File: config.mk
export PLATFORM = sky130hd
export DESIGN_NAME = substring_match_positions
export DESIGN_NICKNAME = d
export VERILOG_FILES = /design/src/rtl/smp_pkg.sv /design/src/rtl/smp_fifo.sv /design/src/rtl/smp_front.sv /design/src/rtl/smp_back.sv /design/src/rtl/substring_match_positions.sv
export VERILOG_INCLUDE_DIRS = /design/src /design/src/rtl
export SDC_FILE = /design/constraint.sdc
export NUM_CORES = 1
export LEC_CHECK = 0
export CAP_MARGIN = 20
export CORE_MARGIN = 3
export CORE_UTILIZATION = 50
export CTS_CLUSTER_DIAMETER = 50
export CTS_CLUSTER_SIZE = 25
export DETAILED_ROUTE_END_ITERATION = 7
export DONT_BUFFER_PORTS = 1
export GPL_ROUTABILITY_DRIVEN = 0
export HOLD_SLACK_MARGIN = 0.06
export PLACE_DENSITY = 0.68
export SYNTH_ARGS = -nofsm -noshare
export SYNTH_HDL_FRONTEND = slang
export SYNTH_SLANG_ARGS = --single-unit
File: constraint.sdc
create_clock -name clock -period 7.5 [get_ports clock]
set_clock_uncertainty 0.05 [all_clocks]
set_input_delay 0.375 -clock clock [delete_from_list [all_inputs] [get_ports clock]]
set_output_delay 0.375 -clock clock [all_outputs]
set_load 0.05 [all_outputs]
File: src/rtl/substring_match_positions_macros.svh
// Assertion helpers for the RTL that carries checks.
`ifndef SUBSTRING_MATCH_POSITIONS_MACROS_SVH
`define SUBSTRING_MATCH_POSITIONS_MACROS_SVH

// Same-cycle implication, disabled while rst_cond is high.
`define SMP_ASSERT_NOW(label, clk, rst_cond, cond, conseq, msg) \
   label: assert property (@(posedge clk) disable iff (rst_cond) (cond) |-> (conseq)) \
      else $error(msg);

// Next-cycle implication, disabled while rst_cond is high.
`define SMP_ASSERT_NEXT(label, clk, rst_cond, cond, conseq, msg) \
   label: assert property (@(posedge clk) disable iff (rst_cond) (cond) |=> (conseq)) \
      else $error(msg);

`endif

File: src/rtl/smp_pkg.sv
`timescale 1ns / 1ps
`default_nettype none
package smp_pkg;

   localparam int PATTERN_MAX_DEFAULT   = 16;
   localparam int POSITION_BITS_DEFAULT = 16;
   localparam int LEN_BITS              = 5;
   localparam int PATTERN_BITS          = 128;
   localparam int CSR_ADDR_BITS         = 5;
   localparam int CSR_DATA_BITS         = 64;
   localparam int QUEUE_DEPTH           = 2;

   // UTF-8 lead byte that is stripped from the text (-61 as a signed byte)
   localparam logic [7:0] DROP_BYTE = 8'hC3;

   typedef enum logic [1:0] {
      CSR_PATTERN_LOW    = 2'd0,
      CSR_PATTERN_HIGH   = 2'd1,
      CSR_PATTERN_LENGTH = 2'd2
   } csr_reg_type;

   // One classified text byte as it travels from front to back
   typedef struct packed {
      logic [7:0] text_byte;
      logic       last_byte;
      logic       keep;
   } smp_item_type;

endpackage
`default_nettype wire

File: src/rtl/smp_fifo.sv
`timescale 1ns / 1ps
`default_nettype none
// Small register queue; DEPTH must be a power of two, at least 2.
module smp_fifo #(
   parameter int WIDTH = 8,
   parameter int DEPTH = smp_pkg::QUEUE_DEPTH
) (
   input  wire logic             clock,
   input  wire logic             reset,
   input  wire logic             push,
   input  wire logic [WIDTH-1:0] push_data,
   output logic                  full,
   input  wire logic             pop,
   output logic [WIDTH-1:0]      pop_data,
   output logic                  empty
);
   localparam int PTR_W = $clog2(DEPTH);
   localparam int CNT_W = $clog2(DEPTH + 1);

   logic [WIDTH-1:0] mem_ff [DEPTH];
   logic [PTR_W-1:0] wr_ptr_ff, wr_ptr_in;
   logic [PTR_W-1:0] rd_ptr_ff, rd_ptr_in;
   logic [CNT_W-1:0] count_ff, count_in;
   logic             do_push, do_pop;

   assign full     = (count_ff == CNT_W'(DEPTH));
   assign empty    = (count_ff == '0);
   assign do_push  = push && !full;
   assign do_pop   = pop && !empty;
   assign pop_data = mem_ff[rd_ptr_ff];

   always_comb begin
      wr_ptr_in = do_push ? wr_ptr_ff + PTR_W'(1) : wr_ptr_ff;
      rd_ptr_in = do_pop ? rd_ptr_ff + PTR_W'(1) : rd_ptr_ff;
      count_in  = count_ff;
      if (do_push && !do_pop) begin
         count_in = count_ff + CNT_W'(1);
      end else if (do_pop && !do_push) begin
         count_in = count_ff - CNT_W'(1);
      end
   end

   always_ff @(posedge clock) begin
      if (do_push) begin
         mem_ff[wr_ptr_ff] <= push_data;
      end
   end

   always_ff @(posedge clock) begin
      if (reset) begin
         wr_ptr_ff <= '0;
         rd_ptr_ff <= '0;
         count_ff  <= '0;
      end else begin
         wr_ptr_ff <= wr_ptr_in;
         rd_ptr_ff <= rd_ptr_in;
         count_ff  <= count_in;
      end
   end

endmodule
`default_nettype wire

File: src/rtl/smp_front.sv
`timescale 1ns / 1ps
`default_nettype none
// Classify each incoming byte and queue it for the back end.
module smp_front (
   input  wire logic                 clock,
   input  wire logic                 reset,
   input  wire logic                 in_push,
   output logic                      in_full,
   input  wire logic [7:0]           in_text_byte,
   input  wire logic                 in_last_byte,
   input  wire logic                 item_pop,
   output smp_pkg::smp_item_type     item,
   output logic                      item_empty
);
   smp_pkg::smp_item_type classified;

   // Mark the stripped lead byte; it still carries the last flag.
   always_comb begin
      classified.text_byte = in_text_byte;
      classified.last_byte = in_last_byte;
      classified.keep      = (in_text_byte != smp_pkg::DROP_BYTE);
   end

   smp_fifo #(
      .WIDTH ($bits(smp_pkg::smp_item_type)),
      .DEPTH (smp_pkg::QUEUE_DEPTH)
   ) u_item_queue (
      .clock     (clock),
      .reset     (reset),
      .push      (in_push),
      .push_data (classified),
      .full      (in_full),
      .pop       (item_pop),
      .pop_data  (item),
      .empty     (item_empty)
   );

endmodule
`default_nettype wire

File: src/rtl/smp_back.sv
`timescale 1ns / 1ps
`default_nettype none
// Window shift, parallel pattern compare, position and match counters.
module smp_back #(
   parameter int PATTERN_MAX   = smp_pkg::PATTERN_MAX_DEFAULT,
   parameter int POSITION_BITS = smp_pkg::POSITION_BITS_DEFAULT
) (
   input  wire logic                              clock,
   input  wire logic                              reset,
   input  wire smp_pkg::smp_item_type             item,
   input  wire logic                              item_empty,
   output logic                                   item_pop,
   input  wire logic [smp_pkg::PATTERN_BITS-1:0]  pattern_bits,
   input  wire logic [smp_pkg::LEN_BITS-1:0]      pattern_length,
   input  wire logic                              res_full,
   output logic                                   res_push,
   output logic                                   res_match_found,
   output logic [POSITION_BITS-1:0]               res_match_start,
   output logic [POSITION_BITS-1:0]               res_match_end,
   output logic [POSITION_BITS-1:0]               res_match_total,
   output logic                                   res_text_done
);
   localparam int IDX_W = (PATTERN_MAX > 1) ? $clog2(PATTERN_MAX) : 1;
   localparam int LW    = smp_pkg::LEN_BITS;
   localparam logic [POSITION_BITS-1:0] POS_LIMIT = '1;

   logic [7:0]               window_ff [PATTERN_MAX];
   logic [7:0]               window_in [PATTERN_MAX];
   logic [POSITION_BITS-1:0] kept_ff, kept_in;
   logic [POSITION_BITS-1:0] found_ff, found_in;
   logic [POSITION_BITS-1:0] len_pos;
   logic                     advance, all_ok, len_ok, match;

   assign advance  = !item_empty && !res_full;
   assign item_pop = advance;
   assign len_pos  = POSITION_BITS'(pattern_length);

   // Shift the new byte in at the near end of the window.
   always_comb begin
      window_in[0] = item.text_byte;
      for (int i = 1; i < PATTERN_MAX; i++) begin
         window_in[i] = window_ff[i-1];
      end
   end

   // Compare pattern byte k against the window slot len-1-k.
   always_comb begin
      logic [LW-1:0]    slot;
      logic [7:0]       pat;
      all_ok = 1'b1;
      for (int k = 0; k < PATTERN_MAX; k++) begin
         slot = pattern_length - LW'(k) - LW'(1);
         pat  = (k < 16) ? pattern_bits[8*(k%16) +: 8] : 8'h00;
         if ((LW+1)'(k) < {1'b0, pattern_length}) begin
            if (window_in[slot[IDX_W-1:0]] != pat) begin
               all_ok = 1'b0;
            end
         end
      end
   end

   always_comb begin
      kept_in = kept_ff;
      if (item.keep && kept_ff != POS_LIMIT) begin
         kept_in = kept_ff + POSITION_BITS'(1);
      end
      len_ok = (pattern_length != '0) &&
               ({1'b0, pattern_length} <= (LW+1)'(PATTERN_MAX));
      match  = item.keep && len_ok && (kept_in >= len_pos) && all_ok;
      found_in = found_ff;
      if (match && found_ff != POS_LIMIT) begin
         found_in = found_ff + POSITION_BITS'(1);
      end
   end

   assign res_push        = advance && (match || item.last_byte);
   assign res_match_found = match;
   assign res_match_end   = match ? kept_in : '0;
   assign res_match_start = match ? kept_in - len_pos + POSITION_BITS'(1) : '0;
   assign res_match_total = found_in;
   assign res_text_done   = item.last_byte;

   // Window contents below the kept count are never compared; no reset needed.
   always_ff @(posedge clock) begin
      if (advance && item.keep) begin
         for (int i = 0; i < PATTERN_MAX; i++) begin
            window_ff[i] <= window_in[i];
         end
      end
   end

   always_ff @(posedge clock) begin
      if (reset) begin
         kept_ff  <= '0;
         found_ff <= '0;
      end else if (advance) begin
         if (item.last_byte) begin
            kept_ff  <= '0;
            found_ff <= '0;
         end else begin
            kept_ff  <= kept_in;
            found_ff <= found_in;
         end
      end
   end

endmodule
`default_nettype wire

File: src/rtl/substring_match_positions.sv
`timescale 1ns / 1ps
`default_nettype none
// Channel  Direction  Handshake              Beat payload
// req_     in         push / full            text_byte, last_byte
// rsp_     out        pop / empty            match_found, match_start, match_end,
//                                            match_total, text_done
// csr_     in/out     APB psel/penable       pattern_low, pattern_high, pattern_length
//
// One text byte a cycle sustained while the result queue has room; a result beat
// passes the front queue, then the compare stage writing the result queue.
// The full window compare, position and count update all happen in the same back-end cycle.
// Reset is synchronous and clears the queues, counters and configuration registers.
// A full result queue stalls the back end, which then backs up the front queue
// and raises req_full; each side stalls on its own otherwise.
module substring_match_positions #(
   parameter int PATTERN_MAX   = smp_pkg::PATTERN_MAX_DEFAULT,
   parameter int POSITION_BITS = smp_pkg::POSITION_BITS_DEFAULT
) (
   input  wire logic                               clock,
   input  wire logic                               reset,
   // text byte input
   input  wire logic                               req_push,
   output logic                                    req_full,
   input  wire logic [7:0]                         req_text_byte,
   input  wire logic                               req_last_byte,
   // results
   output logic                                    rsp_empty,
   input  wire logic                               rsp_pop,
   output logic                                    rsp_match_found,
   output logic [POSITION_BITS-1:0]                rsp_match_start,
   output logic [POSITION_BITS-1:0]                rsp_match_end,
   output logic [POSITION_BITS-1:0]                rsp_match_total,
   output logic                                    rsp_text_done,
   // configuration
   input  wire logic                               csr_psel,
   input  wire logic                               csr_penable,
   input  wire logic                               csr_pwrite,
   input  wire logic [smp_pkg::CSR_ADDR_BITS-1:0]  csr_paddr,
   input  wire logic [smp_pkg::CSR_DATA_BITS-1:0]  csr_pwdata,
   output logic [smp_pkg::CSR_DATA_BITS-1:0]       csr_prdata,
   output logic                                    csr_pready
);
   `include "substring_match_positions_macros.svh"

   localparam int RES_W = 3 * POSITION_BITS + 2;

   // Configuration registers
   logic [63:0]                   pattern_low_ff;
   logic [63:0]                   pattern_high_ff;
   logic [smp_pkg::LEN_BITS-1:0]  pattern_length_ff;
   logic                          csr_write;
   smp_pkg::csr_reg_type          csr_sel;

   // Front-to-back queue
   smp_pkg::smp_item_type         item;
   logic                          item_empty, item_pop;

   // Back end to result queue
   logic                          res_full, res_push;
   logic                          res_match_found, res_text_done;
   logic [POSITION_BITS-1:0]      res_match_start, res_match_end, res_match_total;
   logic [RES_W-1:0]              res_word, rsp_word;

   // Registers sit 8 bytes apart; decode on the register slot and drop the low bits.
   assign csr_pready = 1'b1;
   assign csr_write  = csr_psel && csr_penable && csr_pwrite && csr_pready;
   assign csr_sel    = smp_pkg::csr_reg_type'(csr_paddr[4:3]);

   always_ff @(posedge clock) begin
      if (reset) begin
         pattern_low_ff    <= '0;
         pattern_high_ff   <= '0;
         pattern_length_ff <= '0;
      end else if (csr_write) begin
         case (csr_sel)
            smp_pkg::CSR_PATTERN_LOW: begin
               pattern_low_ff <= csr_pwdata;
            end
            smp_pkg::CSR_PATTERN_HIGH: begin
               pattern_high_ff <= csr_pwdata;
            end
            smp_pkg::CSR_PATTERN_LENGTH: begin
               pattern_length_ff <= csr_pwdata[smp_pkg::LEN_BITS-1:0];
            end
            default: begin
               // unmapped slot: drop the write
            end
         endcase
      end
   end

   always_comb begin
      case (csr_sel)
         smp_pkg::CSR_PATTERN_LOW:    csr_prdata = pattern_low_ff;
         smp_pkg::CSR_PATTERN_HIGH:   csr_prdata = pattern_high_ff;
         smp_pkg::CSR_PATTERN_LENGTH: csr_prdata = 64'(pattern_length_ff);
         default:                     csr_prdata = '0;
      endcase
   end

   // Front: tag stripped bytes and queue every accepted beat.
   smp_front u_front (
      .clock        (clock),
      .reset        (reset),
      .in_push      (req_push),
      .in_full      (req_full),
      .in_text_byte (req_text_byte),
      .in_last_byte (req_last_byte),
      .item_pop     (item_pop),
      .item         (item),
      .item_empty   (item_empty)
   );

   // Back: advance the window and counters, emit a result on a match or last byte.
   smp_back #(
      .PATTERN_MAX   (PATTERN_MAX),
      .POSITION_BITS (POSITION_BITS)
   ) u_back (
      .clock           (clock),
      .reset           (reset),
      .item            (item),
      .item_empty      (item_empty),
      .item_pop        (item_pop),
      .pattern_bits    ({pattern_high_ff, pattern_low_ff}),
      .pattern_length  (pattern_length_ff),
      .res_full        (res_full),
      .res_push        (res_push),
      .res_match_found (res_match_found),
      .res_match_start (res_match_start),
      .res_match_end   (res_match_end),
      .res_match_total (res_match_total),
      .res_text_done   (res_text_done)
   );

   assign res_word = {res_match_found, res_match_start, res_match_end,
                      res_match_total, res_text_done};

   // Result queue: hold finished beats until the consumer pops them.
   smp_fifo #(
      .WIDTH (RES_W),
      .DEPTH (smp_pkg::QUEUE_DEPTH)
   ) u_result_queue (
      .clock     (clock),
      .reset     (reset),
      .push      (res_push),
      .push_data (res_word),
      .full      (res_full),
      .pop       (rsp_pop),
      .pop_data  (rsp_word),
      .empty     (rsp_empty)
   );

   assign rsp_match_found = rsp_word[RES_W-1];
   assign rsp_match_start = rsp_word[RES_W-2 -: POSITION_BITS];
   assign rsp_match_end   = rsp_word[RES_W-2-POSITION_BITS -: POSITION_BITS];
   assign rsp_match_total = rsp_word[POSITION_BITS:1];
   assign rsp_text_done   = rsp_word[0];

   // The back end never writes into a full result queue.
   `SMP_ASSERT_NOW(a_no_push_when_full, clock, reset, res_push, !res_full, "result push into full queue")
   // A beat without a match is only ever the end-of-text beat, with zero positions.
   `SMP_ASSERT_NOW(a_nomatch_is_done, clock, reset, !rsp_empty && !rsp_match_found, rsp_text_done && rsp_match_start == '0 && rsp_match_end == '0, "non-match result not end of text")
   // A match beat always counts at least one occurrence and starts no later than it ends.
   `SMP_ASSERT_NOW(a_match_counted, clock, reset, !rsp_empty && rsp_match_found, rsp_match_total != '0 && rsp_match_start <= rsp_match_end && rsp_match_start != '0, "match result fields inconsistent")
   // Reset leaves both queues empty.
   `SMP_ASSERT_NEXT(a_reset_empty, clock, 1'b0, reset, rsp_empty && !req_full, "queues not empty after reset")

endmodule
`default_nettype wire

==> results.ini <==
[drt]
drc=0
met3WireLength_um=10530
drt.antenna.violating_nets=0
wl_per_cell_um=26.15
via_per_inst=6.613
drt-met1-wl_um=33100
dr.max_layer_used=met4
dr.pass1.iters=6
met2_length_um=38790
drt_iter0_drc=3299
wl_um=86350
vias=21840

[clocking]
cts_tree=yes
hold_buffers=78
clk_path_buf_depth=3
cts.clk_slew.worst_paths_ns=0.07
root_buffer=clkbuf_16
clock_latency_ns=0.59
post-cts-setup-buffer-count=0
cts_resized=0
cts-buffers-inserted=46
htree_num_levels=2
clock_sinks=415

[worst_setup_path]
crit_family=simple AND/OR/NAND/NOR gates
rrSetupSlack_ns=1.05
path_buf_inv=2
end_kind=register
path_max_fanout=50
crit_path_max_incr_delay_ns=0.71
cpMaxStageDelayCell=dfxtp_1
worstPathRequired_ns=7.66
critPathKind=register to register
crit_chain=mux2i_1, buf_4, or3_1, nor2_1, and3_1, and2_0, or3b_2, nor2_1, xnor2_1, ha_1, nand2_1, nor3_1, and4_1, o311ai_0, a2111oi_2, o2111a_2, o211ai_4, a21oi_1, nor2b_4, buf_4
cp.arrival_ns=6.61
cp-start-kind=register

[placement]
hpwl_um=61520
numPortBuffers=0
place_inst=3136

[cells_and_area]
layout.nets=2655
diodes=0
drive_above_1_share_pct=17.91
area_growth_pct=10.86
final_cells=3302

[logic_synthesis]
synth_largest_area_cell=edfxtp_1
syn-instance-count=2541
synth_most_common_cell=nand2_1
yosysWarningCount=0
synth-main-ff-cell=edfxtp_1
yosys-top-cells-area=edfxtp_1, mux4_2, dfxtp_1, mux2i_1, nand2_1
netlist.area_leader.share_pct=25.97
synthTopCellsByCount=nand2_1, mux2i_1, edfxtp_1, mux4_2, a21oi_1
synth.net_count=2670
netlist_area_sq_um=27750
synth_area_per_cell_sq_um=10.92
synth_seq_cells=415
async_reset_ff_share_pct=0
ys_seq_area_share_pct=38.60
synth_cell_types=84
synth_edf_count=240

[floorplan]
design.core.area_sq_um=54350
start_util_pct=51.06
die_y_um=241.6
die_area_sq_um=58360
boundaryPins=202
row_count=85
die_x_um=241.6

[global_route]
antenna_found_initial=0
overflow=0
grtUsageTotal_pct=28.68
grt_pass1_wl_um=129400
grt_start_max_net_pins=164
first_global_vias=20420

[sta]
fin_crit_sh_pct=86.05
max_freq_ghz=0.1549
rsz0062_at_grt=no
hold_viol=0
tightest_slew_ns=1.163
setup_viol=0
maxSlewViolCount=0
layout_min_cycle_time_ns=6.454
setup_tns_ns=0
slew_headroom_pct=21.95

[power]
pwr-share-seq_pct=37.2
ir_drop_v=0.0001833
switchingPower_mw=4.216
leakagePower_nw=10.56
netSwitchingFraction_pct=40.72
power_frac_comb_pct=39.8
p_clk_share_pct=23.0
power_density_nw_per_um2=336.6
p_int_mw=6.138

[run_status]
status=finished, final reports clean

[hold_path]
worstHoldPathType=primary input to register

[flow_run]
max-cap-violations=0

## stage by stage
step           hold slack, ns  area, sq um  power, mW  worst slack [ns]  utilization (%)
6_report              0.08762        30760      10.35             1.046            56.60
5_1_grt                0.1050        30760      10.71            0.6304            56.60
4_1_cts               0.06082        30740      10.25             1.048            56.56
3_5_place_dp           0.4186        28330      7.816             1.078            52.12
3_3_place_gp           0.4035        28330      7.670             1.235            52.12
2_1_floorplan          0.3940        27750      6.674            0.6234                -
## registers in the layout, summed over array words and instances, names as in the netlist, named ones only
name	cells
pattern_high_ff	64
u_result_queue.count_ff	2
u_result_queue.rd_ptr_ff	1
u_back.kept_ff	16
u_back.found_ff	16
u_front.u_item_queue.rd_ptr_ff	1
u_back.window_ff	120
u_result_queue.mem_ff	100
u_front.u_item_queue.mem_ff	20
u_front.u_item_queue.wr_ptr_ff	1
u_front.u_item_queue.count_ff	2
pattern_low_ff	64
pattern_length_ff	5
u_result_queue.wr_ptr_ff	1
## cell usage in the layout (no fill, tap or decap), types with 7 or more instances in the layout
| cell type | synthesis | routed |
|---|---|---|
| dfxtp_1 | 175 | 171 |
| xor2_1 | 95 | 93 |
| nand3_1 | 34 | 34 |
| dlygate4sd3_1 | 0 | 77 |
| edfxtp_1 | 240 | 240 |
| nor3_1 | 42 | 41 |
| o21ai_0 | 42 | 37 |
| mux2i_1 | 243 | 243 |
| inv_1 | 31 | 30 |
| buf_4 | 5 | 44 |
| o31ai_1 | 9 | 9 |
| o211ai_1 | 10 | 10 |
| ha_1 | 42 | 40 |
| o22ai_1 | 7 | 7 |
| nand4_1 | 28 | 28 |
| mux2_2 | 84 | 84 |
| nor4_1 | 13 | 13 |
| and3_1 | 16 | 16 |
| and2_1 | 14 | 12 |
| xnor2_1 | 144 | 142 |
| or3_1 | 9 | 8 |
| a21oi_1 | 179 | 179 |
| nand2_1 | 349 | 348 |
| nor2_1 | 173 | 172 |
| a31oi_1 | 13 | 13 |
| a21o_1 | 8 | 8 |
| inv_8 | 0 | 9 |
| clkbuf_16 | 0 | 48 |
| a211o_1 | 7 | 7 |
| a22oi_1 | 16 | 16 |
| mux4_2 | 200 | 200 |
## layer usage
metal / global-route usage [%] / vias up
met4: 11.26 / 0
met1: 39.80 / 10820
met3: 7.046 / 205
li1: - / 9428
met5: 0 / -
met2: 43.49 / 1388
## power groups by stage
stage          sequential [mW]  clock [mW]  combinational (mW)
5_1_grt                   3.92        2.50                4.29
3_5_place_dp              3.86           0                3.96
6_report                  3.85        2.38                4.12
2_1_floorplan             3.64           0                3.04
3_3_place_gp              3.80           0                3.87
4_1_cts                   3.81        2.41                4.03
## final cells by class
class                   count  area, sq um
multi-input cells        1899        16160
repair buffers            127         1204
well taps                 739        924.6
flip-flops and latches    415        10720
clock buffers              53         1260
clock inverters            32        355.3
fillers                  4387        23580
inverters                  37        138.9
## kinds of logic after synthesis
group / count (synthesis) / synth area share [%]
fa+ha+maj: 44 / 2.038
mux: 533 / 28.72
other cells: 1 / 0.01351
simple gates: 715 / 11.27
compound gates: 366 / 8.306
buf+inv: 227 / 3.427
flops: 415 / 38.60
xor+xnor: 240 / 7.625
## tightest hold or removal path, cell delays in order
cell	delay [ns]
nor2_1	0.13
nand2_1	0.11
o21ai_0	0.06
## worst paths after layout
kind,depth (start not counted),from,to
hold / removal,3,reset,u_back.found_ff[6]
hold reg to reg,2,u_back.found_ff[6],u_back.found_ff[6]
setup reg to reg,20,register,u_result_queue.mem_ff[0][47]
setup / recovery,20,register,u_result_queue.mem_ff[0][47]
No activity file was read; power rests on OpenSTA's default activity.
